`src/rtl/core/gbcc_pkg.sv`:
```
// Shared constants and types for the gyro bias calibration and correction block.
package gbcc_pkg;

    // Field widths
    localparam int RAW_W   = 16;   // raw gyro sample
    localparam int RATE_W  = 21;   // corrected rate, 4 fraction bits
    localparam int SENS_W  = 10;   // sensitivity register
    localparam int SHAKE_W = 8;    // shake limit register
    localparam int SUM_W   = 24;   // per-axis calibration sum
    localparam int OP_W    = 25;   // signed dividend into the divider
    localparam int MAG_W   = 24;   // dividend magnitude / quotient
    localparam int DIV_W   = 10;   // divisor width (covers sensitivity and sample count)
    localparam int DIV_STEPS = MAG_W / 2;   // two quotient bits per cycle
    localparam int STEP_W  = $clog2(DIV_STEPS + 1);

    // Bus widths
    localparam int S_DATA_W = 48;
    localparam int M_DATA_W = 64;
    localparam int M_USER_W = 2;
    localparam int APB_AW   = 3;
    localparam int APB_DW   = 32;

    // Defaults
    localparam int CAL_SAMPLES_DEF = 100;
    localparam logic [SENS_W-1:0]  SENS_RESET  = 10'd164;
    localparam logic [SHAKE_W-1:0] SHAKE_RESET = 8'd10;
    localparam int RATE_MAX = 1048560;

    // Register map: index taken from address bit 2
    localparam logic REG_SENS  = 1'b0;
    localparam logic REG_SHAKE = 1'b1;

    // Divider request and response
    typedef struct packed {
        logic                   start;
        logic signed [OP_W-1:0] dividend;
        logic [DIV_W-1:0]       divisor;
    } gbcc_div_req_t;

    typedef struct packed {
        logic             done;
        logic             neg;
        logic [MAG_W-1:0] quotient;
    } gbcc_div_resp_t;

endpackage

```
`src/rtl/core/gbcc_div.sv`:
```
// Shared iterative signed divider, two restoring quotient bits per cycle.
module gbcc_div (
    input  logic                    clk,
    input  logic                    rst_n,
    input  gbcc_pkg::gbcc_div_req_t  req,
    output gbcc_pkg::gbcc_div_resp_t resp
);
    import gbcc_pkg::*;

    logic [STEP_W-1:0] cnt_reg;
    logic              done_reg;
    logic              neg_reg;
    logic [DIV_W-1:0]  rem_reg;
    logic [DIV_W-1:0]  div_reg;
    logic [MAG_W-1:0]  sh_reg;

    logic [OP_W-1:0]   mag;
    logic [DIV_W:0]    r1;
    logic [DIV_W:0]    r1s;
    logic [DIV_W:0]    r2;
    logic [DIV_W:0]    r2s;
    logic              ge1;
    logic              ge2;

    // Magnitude of the incoming dividend
    assign mag = req.dividend[OP_W-1] ? (~req.dividend + 1'b1) : req.dividend;

    // Two chained restoring steps
    always_comb
    begin
        r1  = {rem_reg, sh_reg[MAG_W-1]};
        ge1 = (r1 >= {1'b0, div_reg});
        r1s = ge1 ? (r1 - {1'b0, div_reg}) : r1;
        r2  = {r1s[DIV_W-1:0], sh_reg[MAG_W-2]};
        ge2 = (r2 >= {1'b0, div_reg});
        r2s = ge2 ? (r2 - {1'b0, div_reg}) : r2;
    end

    // Step counter and done pulse
    always_ff @(posedge clk or negedge rst_n)
    begin
        if (!rst_n)
        begin
            cnt_reg  <= '0;
            done_reg <= 1'b0;
        end
        else
        begin
            done_reg <= (cnt_reg == STEP_W'(1));
            if (req.start)
                cnt_reg <= STEP_W'(DIV_STEPS);
            else if (cnt_reg != '0)
                cnt_reg <= cnt_reg - 1'b1;
        end
    end

    // Datapath: load magnitude, then shift quotient bits in at the bottom
    always_ff @(posedge clk)
    begin
        if (req.start)
        begin
            neg_reg <= req.dividend[OP_W-1];
            sh_reg  <= mag[MAG_W-1:0];
            rem_reg <= '0;
            div_reg <= req.divisor;
        end
        else if (cnt_reg != '0)
        begin
            rem_reg <= r2s[DIV_W-1:0];
            sh_reg  <= {sh_reg[MAG_W-3:0], ge1, ge2};
        end
    end

    assign resp.done     = done_reg;
    assign resp.neg      = neg_reg;
    assign resp.quotient = sh_reg;

endmodule

```
`src/rtl/core/gyro_bias_calibrate_correct.sv`:
```
// Top level: gyro zero-bias calibration, bias correction and rate scaling.
//
//  channel   | dir | handshake                 | payload
//  ----------+-----+---------------------------+-----------------------------------
//  s_*       | in  | s_tvalid / s_tready       | x, y, z raw samples
//  m_*       | out | m_tvalid / m_tready       | x, y, z rates; tuser calibrating, shake
//  APB       | in  | psel, penable, pwrite     | sensitivity, shake limit
//
// A calibrating sample goes from the shake test straight to the output register. A corrected
// sample, and the sample that completes calibration, first makes three passes through
// the shared divider (prep, scale, start, divider steps, done, store), then goes to the output.
// One sample is in work at a time; s_tready is high only in idle.
// The next sample is accepted while a finished result waits in the output register.
// Reset clears sums, count and bias and starts a new calibration.
module gyro_bias_calibrate_correct #(
    parameter int CAL_SAMPLES = gbcc_pkg::CAL_SAMPLES_DEF
) (
    input  logic                          clk,
    input  logic                          rst_n,
    input  logic                          s_tvalid,
    output logic                          s_tready,
    input  logic [gbcc_pkg::S_DATA_W-1:0] s_tdata,   // x_rate_raw, y_rate_raw, z_rate_raw
    output logic                          m_tvalid,
    input  logic                          m_tready,
    output logic [gbcc_pkg::M_DATA_W-1:0] m_tdata,   // x_rate_dps, y_rate_dps, z_rate_dps, pad
    output logic [gbcc_pkg::M_USER_W-1:0] m_tuser,   // calibrating, shake_restart
    input  logic                          psel,
    input  logic                          penable,
    input  logic                          pwrite,
    input  logic [gbcc_pkg::APB_AW-1:0]   paddr,
    input  logic [gbcc_pkg::APB_DW-1:0]   pwdata,
    output logic [gbcc_pkg::APB_DW-1:0]   prdata,
    output logic                          pready
);
    import gbcc_pkg::*;

    localparam int CNT_W = $clog2(CAL_SAMPLES + 1);

    typedef enum logic [7:0] {
        S_IDLE  = 8'b0000_0001,
        S_SHAKE = 8'b0000_0010,
        S_PREP  = 8'b0000_0100,
        S_SCALE = 8'b0000_1000,
        S_START = 8'b0001_0000,
        S_DIV   = 8'b0010_0000,
        S_STORE = 8'b0100_0000,
        S_OUT   = 8'b1000_0000
    } state_t;

    state_t state_reg;
    state_t state_next;

    logic [SENS_W-1:0]  sens_reg;
    logic [SHAKE_W-1:0] shake_reg;

    logic                   cal_done_reg;
    logic [CNT_W-1:0]       count_reg;
    logic signed [SUM_W-1:0] sum_reg [3];
    logic signed [RAW_W-1:0] bias_reg [3];
    logic [1:0]             axis_reg;
    logic                   cal_flag_reg;
    logic                   shake_flag_reg;

    logic signed [RAW_W-1:0]  raw_reg [3];
    logic signed [OP_W-1:0]   diff_reg;
    logic signed [OP_W-1:0]   scaled_reg;
    logic signed [RATE_W-1:0] rate_reg [3];

    logic                  m_tvalid_reg;
    logic [M_DATA_W-1:0]   m_tdata_reg;
    logic [M_USER_W-1:0]   m_tuser_reg;

    gbcc_div_req_t  div_req;
    gbcc_div_resp_t div_resp;

    logic                   cfg_wr;
    logic                   accept;
    logic                   out_free;
    logic                   shake_hit;
    logic [RAW_W:0]         x_ext;
    logic [RAW_W:0]         x_mag;
    logic [19:0]            shake_lhs;
    logic [17:0]            shake_rhs;
    logic [CNT_W-1:0]       count_inc;
    logic signed [OP_W-1:0] diff_calc;
    logic [MAG_W-1:0]       q_sat;
    logic [RATE_W-1:0]      rate_mag;
    logic [RAW_W-1:0]       bias_mag;
    logic [DIV_W-1:0]       sens_div;

    // APB register file
    assign pready = 1'b1;
    assign cfg_wr = psel && penable && pwrite && pready;

    always_ff @(posedge clk or negedge rst_n)
    begin
        if (!rst_n)
        begin
            sens_reg  <= SENS_RESET;
            shake_reg <= SHAKE_RESET;
        end
        else if (cfg_wr)
        begin
            if (paddr[2] == REG_SENS)
                sens_reg <= pwdata[SENS_W-1:0];
            else
                shake_reg <= pwdata[SHAKE_W-1:0];
        end
    end

    assign prdata = (paddr[2] == REG_SHAKE) ? APB_DW'(shake_reg) : APB_DW'(sens_reg);

    // Handshakes
    assign s_tready = (state_reg == S_IDLE);
    assign accept   = s_tvalid && s_tready;
    assign out_free = !m_tvalid_reg || m_tready;

    // Shake test: |x| * 10 > limit * sensitivity
    assign x_ext     = {raw_reg[0][RAW_W-1], raw_reg[0]};
    assign x_mag     = x_ext[RAW_W] ? (~x_ext + 1'b1) : x_ext;
    assign shake_lhs = 20'(x_mag) * 20'd10;
    assign shake_rhs = 18'(shake_reg) * 18'(sens_reg);
    assign shake_hit = shake_lhs > 20'(shake_rhs);
    assign count_inc = count_reg + 1'b1;

    // Divider operand: sum plus half for the bias, raw minus bias for a rate
    assign diff_calc = cal_done_reg
        ? (OP_W'(raw_reg[axis_reg]) - OP_W'(bias_reg[axis_reg]))
        : (OP_W'(sum_reg[axis_reg]) + OP_W'(CAL_SAMPLES / 2));

    // Zero sensitivity divides by one
    assign sens_div = (sens_reg == '0) ? DIV_W'(1) : sens_reg;

    assign div_req.start    = (state_reg == S_START);
    assign div_req.dividend = scaled_reg;
    assign div_req.divisor  = cal_done_reg ? sens_div : DIV_W'(CAL_SAMPLES);

    gbcc_div u_div (
        .clk  (clk),
        .rst_n(rst_n),
        .req  (div_req),
        .resp (div_resp)
    );

    // Quotient post-processing: saturate rates, truncate bias
    assign q_sat    = (div_resp.quotient > MAG_W'(RATE_MAX)) ? MAG_W'(RATE_MAX)
                                                             : div_resp.quotient;
    assign rate_mag = div_resp.neg ? (~q_sat[RATE_W-1:0] + 1'b1) : q_sat[RATE_W-1:0];
    assign bias_mag = div_resp.neg ? (~div_resp.quotient[RAW_W-1:0] + 1'b1)
                                   : div_resp.quotient[RAW_W-1:0];

    // Sequencer
    always_comb
    begin
        state_next = state_reg;
        case (state_reg)
            S_IDLE:
                if (accept)
                    state_next = cal_done_reg ? S_PREP : S_SHAKE;
            S_SHAKE:
                if (shake_hit || (count_inc != CNT_W'(CAL_SAMPLES)))
                    state_next = S_OUT;
                else
                    state_next = S_PREP;
            S_PREP:
                state_next = S_SCALE;
            S_SCALE:
                state_next = S_START;
            S_START:
                state_next = S_DIV;
            S_DIV:
                if (div_resp.done)
                    state_next = S_STORE;
            S_STORE:
                state_next = (axis_reg == 2'd2) ? S_OUT : S_PREP;
            S_OUT:
                if (out_free)
                    state_next = S_IDLE;
            default:
                state_next = S_IDLE;
        endcase
    end

    // Control and calibration state
    always_ff @(posedge clk or negedge rst_n)
    begin
        if (!rst_n)
        begin
            state_reg      <= S_IDLE;
            cal_done_reg   <= 1'b0;
            count_reg      <= '0;
            axis_reg       <= '0;
            cal_flag_reg   <= 1'b0;
            shake_flag_reg <= 1'b0;
            m_tvalid_reg   <= 1'b0;
            for (int k = 0; k < 3; k++)
            begin
                sum_reg[k]  <= '0;
                bias_reg[k] <= '0;
            end
        end
        else
        begin
            state_reg <= state_next;
            case (state_reg)
                S_IDLE:
                    if (accept)
                    begin
                        cal_flag_reg   <= !cal_done_reg;
                        shake_flag_reg <= 1'b0;
                        axis_reg       <= '0;
                    end
                S_SHAKE:
                    if (shake_hit)
                    begin
                        shake_flag_reg <= 1'b1;
                        count_reg      <= '0;
                        for (int k = 0; k < 3; k++)
                            sum_reg[k] <= '0;
                    end
                    else
                    begin
                        count_reg <= count_inc;
                        for (int k = 0; k < 3; k++)
                            sum_reg[k] <= sum_reg[k] + SUM_W'(raw_reg[k]);
                    end
                S_STORE:
                begin
                    if (!cal_done_reg)
                        bias_reg[axis_reg] <= bias_mag;
                    if (axis_reg == 2'd2)
                    begin
                        if (!cal_done_reg)
                            cal_done_reg <= 1'b1;
                    end
                    else
                        axis_reg <= axis_reg + 1'b1;
                end
                default:
                    ;
            endcase

            // Output register
            if (state_reg == S_OUT && out_free)
                m_tvalid_reg <= 1'b1;
            else if (m_tready)
                m_tvalid_reg <= 1'b0;
        end
    end

    // Payload registers
    always_ff @(posedge clk)
    begin
        if (accept)
        begin
            raw_reg[0] <= s_tdata[RAW_W-1:0];
            raw_reg[1] <= s_tdata[2*RAW_W-1:RAW_W];
            raw_reg[2] <= s_tdata[3*RAW_W-1:2*RAW_W];
            for (int k = 0; k < 3; k++)
                rate_reg[k] <= '0;
        end
        if (state_reg == S_PREP)
            diff_reg <= diff_calc;
        // Scale by 160 = 128 + 32 for a rate
        if (state_reg == S_SCALE)
            scaled_reg <= cal_done_reg ? ((diff_reg <<< 7) + (diff_reg <<< 5)) : diff_reg;
        if (state_reg == S_STORE && cal_done_reg)
            rate_reg[axis_reg] <= rate_mag;
        if (state_reg == S_OUT && out_free)
        begin
            m_tdata_reg <= M_DATA_W'({rate_reg[2], rate_reg[1], rate_reg[0]});
            m_tuser_reg <= {shake_flag_reg, cal_flag_reg};
        end
    end

    assign m_tvalid = m_tvalid_reg;
    assign m_tdata  = m_tdata_reg;
    assign m_tuser  = m_tuser_reg;

endmodule

```
`config.mk`:
```
export PLATFORM = sky130hd
export DESIGN_NAME = gyro_bias_calibrate_correct
export DESIGN_NICKNAME = d
export VERILOG_FILES = /design/src/rtl/core/gbcc_pkg.sv /design/src/rtl/core/gbcc_div.sv /design/src/rtl/core/gyro_bias_calibrate_correct.sv
export SDC_FILE = /design/constraint.sdc
export NUM_CORES = 1
export LEC_CHECK = 0
export BUFFER_PORTS_ARGS = -buffer_cell sky130_fd_sc_hd__buf_2
export CORE_MARGIN = 1
export CORE_UTILIZATION = 61
export CTS_BUF_LIST = sky130_fd_sc_hd__clkbuf_8 sky130_fd_sc_hd__clkbuf_16
export CTS_CLUSTER_SIZE = 14
export DETAILED_ROUTE_END_ITERATION = 6
export PLACE_DENSITY = 0.85
export SYNTH_ARGS = -nofsm -noshare
export SYNTH_HDL_FRONTEND = slang
export SYNTH_SLANG_ARGS = --single-unit
```
`constraint.sdc`:
```
create_clock -name clk -period 15.1 [get_ports clk]
set_clock_uncertainty 0.05 [all_clocks]
set_input_delay 2.265 -clock clk [delete_from_list [all_inputs] [get_ports clk]]
set_output_delay 2.265 -clock clk [all_outputs]
set_load 0.1 [all_outputs]
```
==> results.py, run 1 <==
metrics = {
    "global_route": {
        "antenna_found_initial": 0,
        "grt-ovfl-total": 0,
        "grt_use_total": 0.290,
        "grt_pass1_vias": 21480,
        "grt_pass1_wl_mm": 110,
        "grt_max_degree": 76,
    },
    "layout": {
        "nNetsFinal": 3282,
        "fin_cells": 3552,
        "multiInputGateArea_um2": 15200,
        "antennaDiodeCount": 0,
        "final_core_util": 0.675,
        "syn_to_final_growth_pct": 8.72,
        "final_cell_area_um2": 30900,
        "largest_register_ffs": 72,
        "seqCellArea_um2": 12200,
        "fillers": 3315,
        "drive_gt1_frac": 0.108,
    },
    "synthesis": {
        "synth_area_um2": 28400,
        "ys_ff_latch": 435,
        "synthTopCellsByCount": "320 x nand2_1, 261 x edfxtp_1, 226 x o21ai_0",
        "synth_ff_type": "edfxtp_1",
        "avgSynthCellArea_um2": 10.0,
        "yosys-top-cells-area": "edfxtp_1 28%, dfrtp_1 14%, ha_1 9.7%, nand2_1 4.2%, o21ai_0 4.0%",
        "netlist.area_leader.share": 0.276,
        "synth_top_area_cell": "edfxtp_1",
        "synth_edf_count": 261,
        "ys_async_sr_fraction": 0.377,
        "synth_cell_types": 89,
        "yosysSeqAreaShare": 0.428,
        "postSynthCellCount": 2832,
        "yosysMostFrequentCell": "nand2_1",
        "synth-warning-count": 0,
    },
    "cts": {
        "clkLatencyLatePin_ns": 0.61,
        "clkSinkCount": 435,
        "cts_resized": 0,
        "hold_buffers": 0,
        "cts-root-buf": "clkbuf_16",
        "clk_pin_slew_ns": 0.06,
        "cts_tree": "yes",
        "cts_made_buffers": 45,
        "clock_path_buffers": 3,
        "h-tree-depth": 2,
        "post_cts_buffers": 0,
    },
    "timing": {
        "fin_crit_sh": 0.549,
        "slew_headroom": 0.183,
        "finalWorstSetupSlack_ns": 6.81,
        "setup_viol": 0,
        "min_period_ns": 8.29,
        "setup_tns_ns": 0,
        "maxSlewViolCount": 0,
        "rsz0062_at_grt": "no",
        "hold_violations": 0,
        "worst_pin_slew_ns": 1.22,
        "whs_ns": 0.358,
        "fmax_mhz": 121,
    },
    "critical_path": {
        "cp-start-kind": "register",
        "end_kind": "register",
        "crit_path_frequent_cell": "a21oi_1",
        "cp_max_fo": 60,
        "critical_path_required_ns": 15.59,
        "cpMaxStageDelayCell": "a2111oi_1",
        "max_stage_delay_ns": 0.75,
        "critPathKind": "register to register",
        "arrival_ns": 8.79,
    },
    "placement": {
        "dp_hpwl_mm": 49.8,
        "port_buffers": 142,
        "gp_congestion": 0.966,
        "post-place-ws_ns": 7.09,
        "placed_area_um2": 29400,
        "dp.cells": 3469,
    },
    "pwr": {
        "power.density_nw_per_um2": 218,
        "ir_worst_vdd_mv": 0.447,
        "p_leak_nw": 13.0,
        "power_mw": 6.72,
        "seqPwrFrac": 0.272,
        "internal_power_mw": 3.63,
        "p_clk_frac": 0.162,
        "switching_power_mw": 3.09,
        "swShare": 0.460,
        "combPwrFrac": 0.567,
    },
    "detailed_routing": {
        "routed_wl_mm": 68.1,
        "routedWlPerCell_um": 19.2,
        "drtAntennaViolNets": 0,
        "viasPerCell": 6.15,
        "vias": 21861,
        "drt_first_pass_iters": 5,
        "drc": 0,
        "drt_iter0_markers": 2121,
    },
    "status": {
        "status": "finished clean",
    },
    "floorplan": {
        "row_count": 78,
        "coreArea_um2": 45700,
        "initial_core_util": 0.621,
        "fp.dieW_um": 218,
        "ioPinCount": 191,
        "dieArea_um2": 47400,
        "die_h_um": 218,
    },
    "worst_hold_path": {
        "holdCritPathClass": "register to register",
    },
    "run": {
        "max-cap-violations": 0,
    },
}
[layout by cell type (no fill, tap or decap), drive strengths merged, types with 31 or more instances in the layout]
cell type,instances
nand2,320
edfxtp,261
o21ai,233
ha,220
nor2,200
dfrtp,158
buf,158
inv,149
a21oi,144
xnor2,103
xor2,89
and2,84
mux2i,65
o31ai,61
fa,56
clkbuf,47
mux2,46
nand3,43
nor3,43
a21o,39
nand2b,34
nor2b,31
[critical path, delay by kind of cell, from the launching register on]
kind	cells	cell delay, ns
AOI/OAI and AO/OA	15	3.61
adders and majority gates	6	2.43
and+or+nand+nor	5	0.96
DFF	1	0.54
buffers and inverters	3	0.46
xor gates and xnor gates	1	0.14
[power groups by stage]
stage / clock network (mW) / registers (mW) / logic, mW
final: 1.09 / 1.82 / 3.81
after global routing: 1.15 / 1.84 / 4.25
after CTS: 1.10 / 1.81 / 3.78
after detailed placement: 0 / 1.83 / 3.74
after global placement: 0 / 1.82 / 3.56
after floorplan: 0 / 1.77 / 2.93
[metal layers]
layer,global-route usage,part of all wire,vias to the layer above
met5,0,0,-
met4,0.150,0.048,0
met3,0.0357,0.068,198
met2,0.486,0.48,888
met1,0.370,0.40,10542
li1,-,-,10233
[final cells by class]
cell class | count | area share
clock buffers | 47 | 0.0374
clock inverters | 36 | 0.00921
inverters | 136 | 0.0165
multi-input cells | 2140 | 0.491
flip-flops and latches | 435 | 0.394
well taps | 600 | 0.0243
repair buffers | 158 | 0.0271
[logic make-up after synthesis]
| family | count (synthesis) | share of synthesized area |
|---|---|---|
| XOR/XNOR | 192 | 0.0593 |
| other | 2 | 0.000265 |
| multiplexers | 111 | 0.0412 |
| adder cells (fa/ha/maj) | 276 | 0.137 |
| AND/OR/NAND/NOR | 876 | 0.147 |
| AO/OA/AOI/OAI | 660 | 0.146 |
| buffers and inverters | 280 | 0.0414 |
| flip-flops | 435 | 0.428 |
[worst paths after layout]
check / depth (start not counted) / start / to / slack, ns
worst max-delay path: 30 / shake_reg[4]$_DFFE_PN0P_ / sum_reg[23]$_DFFE_PN0P_ / 6.81
worst min-delay path: 0 / rate_reg[2][7]$_SDFFCE_PN0P_ / m_tdata[49]$_DFFE_PP_ / 0.36
worst max register to register: 30 / shake_reg[4]$_DFFE_PN0P_ / sum_reg[23]$_DFFE_PN0P_ / 6.81
worst min register to register: 0 / rate_reg[2][7]$_SDFFCE_PN0P_ / m_tdata[49]$_DFFE_PP_ / 0.36
max in group asynchronous: 3 / rst_n / u_div.cnt_reg[2]$_DFFE_PN0P_ / 11.56
min in group asynchronous: 1 / rst_n / sum_reg[71]$_DFFE_PN0P_ / 1.61
No activity file was read; power rests on OpenSTA's default activity.
==> run 2, diff against run 1 <==
--- a/config.mk
+++ b/config.mk
@@ -5,13 +5,14 @@
 export SDC_FILE = /design/constraint.sdc
 export NUM_CORES = 1
 export LEC_CHECK = 0
+export ABC_AREA = 1
 export BUFFER_PORTS_ARGS = -buffer_cell sky130_fd_sc_hd__buf_2
 export CORE_MARGIN = 1
-export CORE_UTILIZATION = 61
+export CORE_UTILIZATION = 56
 export CTS_BUF_LIST = sky130_fd_sc_hd__clkbuf_8 sky130_fd_sc_hd__clkbuf_16
 export CTS_CLUSTER_SIZE = 14
 export DETAILED_ROUTE_END_ITERATION = 6
-export PLACE_DENSITY = 0.85
+export PLACE_DENSITY = 0.82
 export SYNTH_ARGS = -nofsm -noshare
 export SYNTH_HDL_FRONTEND = slang
 export SYNTH_SLANG_ARGS = --single-unit
==> constraint.sdc (replaced) <==
create_clock -name clk -period 7.3 [get_ports clk]
set_clock_uncertainty 0.05 [all_clocks]
set_input_delay 1.095 -clock clk [delete_from_list [all_inputs] [get_ports clk]]
set_output_delay 1.095 -clock clk [all_outputs]
set_load 0.1 [all_outputs]
==> run 2 against run 1 <==
Against the previous run: die area rose by 14%; global-route usage shrank 1.2 points; non-clock buffer count increased by 5; total power rose by 78%; largest power group unchanged.
==> results.py, run 2 <==
metrics = {
    "cts": {
        "h-tree-depth": 2,
        "post_cts_buffers": 0,
        "clk_pin_slew_ns": 0.06,
        "clkLatencyLatePin_ns": 0.61,
        "clkSinkCount": 435,
        "clock_path_buffers": 3,
        "cts-root-buf": "clkbuf_16",
        "hold_buffers": 0,
        "cts_resized": 0,
        "cts_made_buffers": 47,
        "cts_tree": "yes",
    },
    "layout": {
        "syn_to_final_growth_pct": 9.47,
        "nNetsFinal": 4041,
        "largest_register_ffs": 72,
        "final_cell_mix": "795 x nand2_1, 463 x inv_1, 318 x nor2_1, 290 x o21ai_0, 261 x edfxtp_1",
        "fillers": 4226,
        "antennaDiodeCount": 0,
        "final_core_util": 0.626,
        "drive_gt1_frac": 0.0813,
        "layout_commonest_cell": "nand2_1",
    },
    "synthesis": {
        "yosysMostFrequentCell": "nand2_1",
        "synth_top_family_by_area": "simple AND/OR/NAND/NOR gates",
        "synthTopCellsByCount": "795 x nand2_1, 454 x inv_1, 320 x nor2_1",
        "yosys-top-cells-area": "edfxtp_1 26%, dfrtp_1 13%, nand2_1 10%, ha_1 9.3%, inv_1 5.8%",
        "synthSimpleGateAreaFrac": 0.202,
        "synth_area_um2": 29600,
        "synthAdderAreaFrac": 0.131,
        "synth_ff_type": "edfxtp_1",
        "synth_compound_area_frac": 0.123,
        "synth_cell_types": 64,
        "postSynthCellCount": 3572,
        "synth_xor_area_frac": 0.0503,
        "ys_async_sr_fraction": 0.377,
        "avgSynthCellArea_um2": 8.29,
        "muxShareOfSynthArea": 0.00296,
        "synth_edf_count": 261,
        "synth-warning-count": 0,
        "netlist.area_leader.share": 0.265,
        "yosysSeqAreaShare": 0.410,
        "synth_top_area_cell": "edfxtp_1",
        "ys_ff_latch": 435,
    },
    "placement": {
        "gp_congestion": 1.00,
        "dp_hpwl_mm": 54.6,
        "port_buffers": 142,
    },
    "critical_path": {
        "endpoint": "sum_reg[38]$_DFFE_PN0P_",
        "r2r_start": "sens_reg[5]$_DFFE_PN1P_",
        "reg2regPathDepth": 30,
        "cp-startpoint": "sens_reg[5]$_DFFE_PN1P_",
        "cp_max_fo": 28,
        "crit_path_frequent_cell": "nand2_1",
        "critPathKind": "register to register",
        "max_stage_delay_ns": 0.66,
        "r2r_end": "sum_reg[38]$_DFFE_PN0P_",
        "cpMaxStageDelayCell": "dfstp_2",
        "cp-start-kind": "register",
        "arrival_ns": 7.14,
        "critical_path_required_ns": 7.77,
        "end_kind": "register",
        "rrSetupSlack_ns": 0.63,
    },
    "pwr": {
        "ir_worst_vdd_mv": 0.240,
        "p_leak_nw": 15.5,
        "power.density_nw_per_um2": 368,
    },
    "floorplan": {
        "dieArea_um2": 53800,
        "coreArea_um2": 51800,
        "row_count": 83,
        "ioPinCount": 191,
        "fp.dieW_um": 232,
        "initial_core_util": 0.572,
        "die_h_um": 232,
    },
    "global_route": {
        "antenna_found_initial": 0,
        "grt-ovfl-total": 0,
        "grt_pass1_vias": 23649,
        "grt_max_degree": 69,
        "grt_use_total": 0.279,
        "grt_pass1_wl_mm": 120,
    },
    "status": {
        "status": "finished clean",
    },
    "detailed_routing": {
        "vias": 24915,
        "routed_wl_mm": 74.5,
        "drt_iter0_markers": 2116,
        "viasPerCell": 5.67,
        "drtAntennaViolNets": 0,
        "drc": 0,
        "drt_first_pass_iters": 6,
        "routedWlPerCell_um": 17.0,
    },
    "timing": {
        "min_period_ns": 6.67,
        "slew_headroom": 0.188,
        "whs_ns": 0.361,
        "fmax_mhz": 150,
        "rsz0062_at_grt": "no",
        "setup_tns_ns": 0,
        "maxSlewViolCount": 0,
        "setup_viol": 0,
        "worst_pin_slew_ns": 1.22,
        "hold_violations": 0,
        "fin_crit_sh": 0.914,
    },
    "run": {
        "max-cap-violations": 0,
    },
    "worst_hold_path": {
        "hp-start": "rate_reg[0][18]$_SDFFCE_PN0P_",
        "holdCritPathClass": "register to register",
    },
}
[run 2: layout make-up]
cell class              instances  area [um2]  area share
well taps                     680         851      0.0262
multi-input cells            2566       15200       0.469
inverters                     462        1740      0.0536
repair buffers                163         900      0.0277
flip-flops and latches        435       12200       0.375
clock inverters                38         363      0.0112
clock buffers                  50        1230      0.0379
[run 2: worst min path at each step]
stage	slack, ns	depth (start not counted)	to
after floorplan	0.35	0	m_tdata[0]$_DFFE_PP_
after global placement	0.35	0	m_tdata[15]$_DFFE_PP_
after detailed placement	0.35	0	m_tdata[13]$_DFFE_PP_
after CTS	0.36	0	m_tdata[18]$_DFFE_PP_
after global routing	0.37	0	m_tdata[18]$_DFFE_PP_
final	0.36	0	m_tdata[18]$_DFFE_PP_
[run 2: where the power goes]
group	total [mW]	internal [mW]	switching, mW
clock	2.45	1.43	1.02
sequential	3.62	3.18	0.447
combinational	5.86	2.06	3.80
total	11.9	6.67	5.27
[run 2: cells by family after synthesis]
group | after synthesis
AO/OA/AOI/OAI | 663
XOR/XNOR | 170
adder cells (fa/ha/maj) | 276
buffers and inverters | 594
flip-flops | 435
multiplexers | 8
other | 2
AND/OR/NAND/NOR | 1424
[run 2: metrics by stage]
| stage | area (um2) | std cells | power [mW] | setup slack (ns) |
|---|---|---|---|---|
| 2_1_floorplan | 29700 | 3595 | 8.08 | 1.46 |
| 3_3_place_gp | 30800 | 4306 | 9.25 | 0.731 |
| 3_5_place_dp | 30800 | 4306 | 9.41 | 0.645 |
| 4_1_cts | 32400 | 4394 | 11.9 | 0.685 |
| 5_1_grt | 32400 | 4394 | 12.9 | 0.262 |
| 6_report | 32400 | 4394 | 11.9 | 0.630 |
[run 2: per-layer routing]
| layer | vias up | track usage | wire length, um |
|---|---|---|---|
| li1 | 12050 | - | - |
| met1 | 11593 | 0.366 | 31000 |
| met2 | 1057 | 0.461 | 34400 |
| met3 | 215 | 0.0341 | 5490 |
| met4 | 0 | 0.126 | 3570 |
| met5 | - | 0 | 0 |
[run 2: worst max-delay path, delay by kind of cell, from the launching register on]
family	cells	cell delay, ns
compound gates	7	1.35
xor+xnor	1	0.16
fa+ha+maj	6	2.67
buf+inv	6	0.72
flops	1	0.66
simple gates	10	0.97
==> run 3, diff against run 2 <==
--- a/config.mk
+++ b/config.mk
@@ -5,14 +5,13 @@
 export SDC_FILE = /design/constraint.sdc
 export NUM_CORES = 1
 export LEC_CHECK = 0
-export ABC_AREA = 1
 export BUFFER_PORTS_ARGS = -buffer_cell sky130_fd_sc_hd__buf_2
 export CORE_MARGIN = 1
 export CORE_UTILIZATION = 56
 export CTS_BUF_LIST = sky130_fd_sc_hd__clkbuf_8 sky130_fd_sc_hd__clkbuf_16
 export CTS_CLUSTER_SIZE = 14
 export DETAILED_ROUTE_END_ITERATION = 6
-export PLACE_DENSITY = 0.82
+export PLACE_DENSITY = 0.83
 export SYNTH_ARGS = -nofsm -noshare
 export SYNTH_HDL_FRONTEND = slang
 export SYNTH_SLANG_ARGS = --single-unit
==> run 3 against run 2 <==
Against the previous run: hold slack better by 0.0071 ns; cell count down 17%; maximum frequency decreased by 4.1%; utilization is 0.20 points higher; clock power increased by 4%; total power increased by 23%; global-route usage shrank 1.0 points; first-iteration DRC count shrank 15%; sequential power grew 3%; critical path depth decreased by 1; critical path type unchanged.
==> results.py, run 3 (synthesis gave the netlist of run 1 again) <==
metrics = {
    "timing": {
        "worst_pin_slew_ns": 1.25,
        "slew_headroom": 0.164,
        "whs_ns": 0.369,
        "finalWorstSetupSlack_ns": 0.348,
        "maxSlewViolCount": 0,
        "min_period_ns": 6.95,
        "fin_crit_sh": 0.952,
        "hold_violations": 0,
        "rsz0062_at_grt": "yes",
        "setup_viol": 0,
        "fmax_mhz": 144,
    },
    "detailed_routing": {
        "routed_wl_mm": 68.8,
        "routedWlPerCell_um": 18.9,
        "drt_iter0_markers": 1804,
        "vias": 21698,
        "viasPerCell": 5.94,
        "drtAntennaViolNets": 0,
        "drt_first_pass_iters": 5,
        "drc": 0,
    },
    "critical_path": {
        "reg2regPathDepth": 29,
        "cp-startpoint": "sens_reg[2]$_DFFE_PN1P_",
        "arrival_ns": 7.39,
        "cp-start-kind": "register",
        "cp_max_fo": 23,
        "max_stage_delay_ns": 0.60,
        "endpoint": "sum_reg[34]$_DFFE_PN0P_",
        "r2r_end": "sum_reg[34]$_DFFE_PN0P_",
        "r2r_start": "sens_reg[2]$_DFFE_PN1P_",
        "critical_path_required_ns": 7.74,
        "end_kind": "register",
        "rrSetupSlack_ns": 0.35,
        "critPathKind": "register to register",
        "cpMaxStageDelayCell": "dfstp_2",
    },
    "layout": {
        "final_cell_area_um2": 31400,
        "largest_register_ffs": 72,
        "antennaDiodeCount": 0,
        "nNetsFinal": 3307,
        "final_cell_mix": "320 x nand2_1, 261 x edfxtp_1, 223 x o21ai_0, 220 x ha_1, 195 x nor2_1",
        "drive_gt1_frac": 0.121,
        "syn_to_final_growth_pct": 10.8,
        "fin_cells": 3651,
        "fillers": 4009,
        "layout_commonest_cell": "nand2_1",
    },
    "global_route": {
        "grt_pass1_wl_mm": 110,
        "grt-ovfl-total": 0,
        "grt_max_degree": 118,
        "grt_pass1_vias": 21725,
        "grt_use_total": 0.269,
        "antenna_found_initial": 1,
    },
    "pwr": {
        "ir_worst_vdd_mv": 0.537,
        "seqPwrFrac": 0.253,
        "p_leak_nw": 13.2,
        "internal_power_mw": 8.15,
        "power.density_nw_per_um2": 469,
        "switching_power_mw": 6.59,
        "p_clk_frac": 0.172,
        "combPwrFrac": 0.575,
        "swShare": 0.447,
    },
    "placement": {
        "placed_area_um2": 29700,
        "post-place-ws_ns": -0.170,
        "gp_congestion": 0.976,
        "dp_hpwl_mm": 50.8,
        "port_buffers": 142,
        "dp.cells": 3564,
    },
    "cts": {
        "clk_pin_slew_ns": 0.06,
        "cts_tree": "yes",
        "clkSinkCount": 435,
        "hold_buffers": 0,
        "cts-root-buf": "clkbuf_16",
        "cts_made_buffers": 46,
        "clock_path_buffers": 3,
        "h-tree-depth": 2,
        "clkLatencyLatePin_ns": 0.60,
    },
    "worst_hold_path": {
        "holdCritPathClass": "register to register",
    },
    "floorplan": {
        "coreArea_um2": 50100,
        "die_h_um": 227,
        "dieArea_um2": 51600,
        "initial_core_util": 0.567,
        "fp.dieW_um": 227,
        "row_count": 82,
        "ioPinCount": 191,
    },
    "run": {
        "max-cap-violations": 0,
    },
    "status": {
        "status": "finished clean",
    },
}
==> run 3: layer usage <==
layer / vias to the layer above / track usage / part of all wire
met5: - / 0 / 0
met4: 0 / 0.124 / 0.045
li1: 10279 / - / -
met3: 164 / 0.0369 / 0.055
met1: 10529 / 0.337 / 0.42
met2: 726 / 0.460 / 0.48
==> run 3: power by group through the flow <==
stage	registers [mW]	clock network, mW	logic [mW]
final	3.73	2.54	8.47
after global routing	3.78	2.66	9.37
after floorplan	3.67	0	6.06
after detailed placement	3.76	0	8.12
after global placement	3.73	0	7.83
after CTS	3.71	2.57	8.21
==> run 3: timing repair <==
action	CTS	global route
pin swaps	0	4
buffers inserted	0	1
setup endpoints to repair	25	82
gates resized for setup	2	15
==> run 3: cell type report <==
| type | instances | area (um2) | share of cell area |
|---|---|---|---|
| Clock buffer | 48 | 1190 | 0.0379 |
| Clock inverter | 38 | 465 | 0.0148 |
| Inverter | 136 | 510 | 0.0162 |
| Multi-Input combinational cell | 2140 | 15200 | 0.484 |
| Sequential cell | 435 | 12200 | 0.387 |
| Tap cell | 672 | 841 | 0.0268 |
| Timing Repair Buffer | 182 | 1050 | 0.0333 |
==> run 3: stage by stage <==
step	util	setup TNS, ns	total power [mW]
floorplan	-	0	9.73
finish	0.628	0	14.7
global placement	0.593	-0.953	11.6
CTS	0.626	0	14.5
detailed placement	0.593	-3.07	11.9
global route	0.628	-0.142	15.8
==> run 3: worst min-delay path by stage <==
stage / slack, ns / start / depth (start not counted) / to
after floorplan: 0.35 / rate_reg[0][0]$_SDFFCE_PN0P_ / 0 / m_tdata[0]$_DFFE_PP_
after global placement: 0.35 / rate_reg[2][12]$_SDFFCE_PN0P_ / 0 / m_tdata[54]$_DFFE_PP_
after CTS: 0.37 / rate_reg[0][8]$_SDFFCE_PN0P_ / 0 / m_tdata[8]$_DFFE_PP_
after global routing: 0.37 / rate_reg[0][2]$_SDFFCE_PN0P_ / 0 / m_tdata[2]$_DFFE_PP_
after detailed placement: 0.35 / rate_reg[0][11]$_SDFFCE_PN0P_ / 0 / m_tdata[11]$_DFFE_PP_
final: 0.37 / rate_reg[2][13]$_SDFFCE_PN0P_ / 0 / m_tdata[55]$_DFFE_PP_
==> run 3: worst max-delay path, delay by kind of cell, from the launching register on <==
family / cells / cell delay [ns]
xor+xnor: 1 / 0.14
buf+inv: 6 / 0.64
simple gates: 3 / 0.41
flops: 1 / 0.60
fa+ha+maj: 6 / 2.65
compound gates: 13 / 2.38
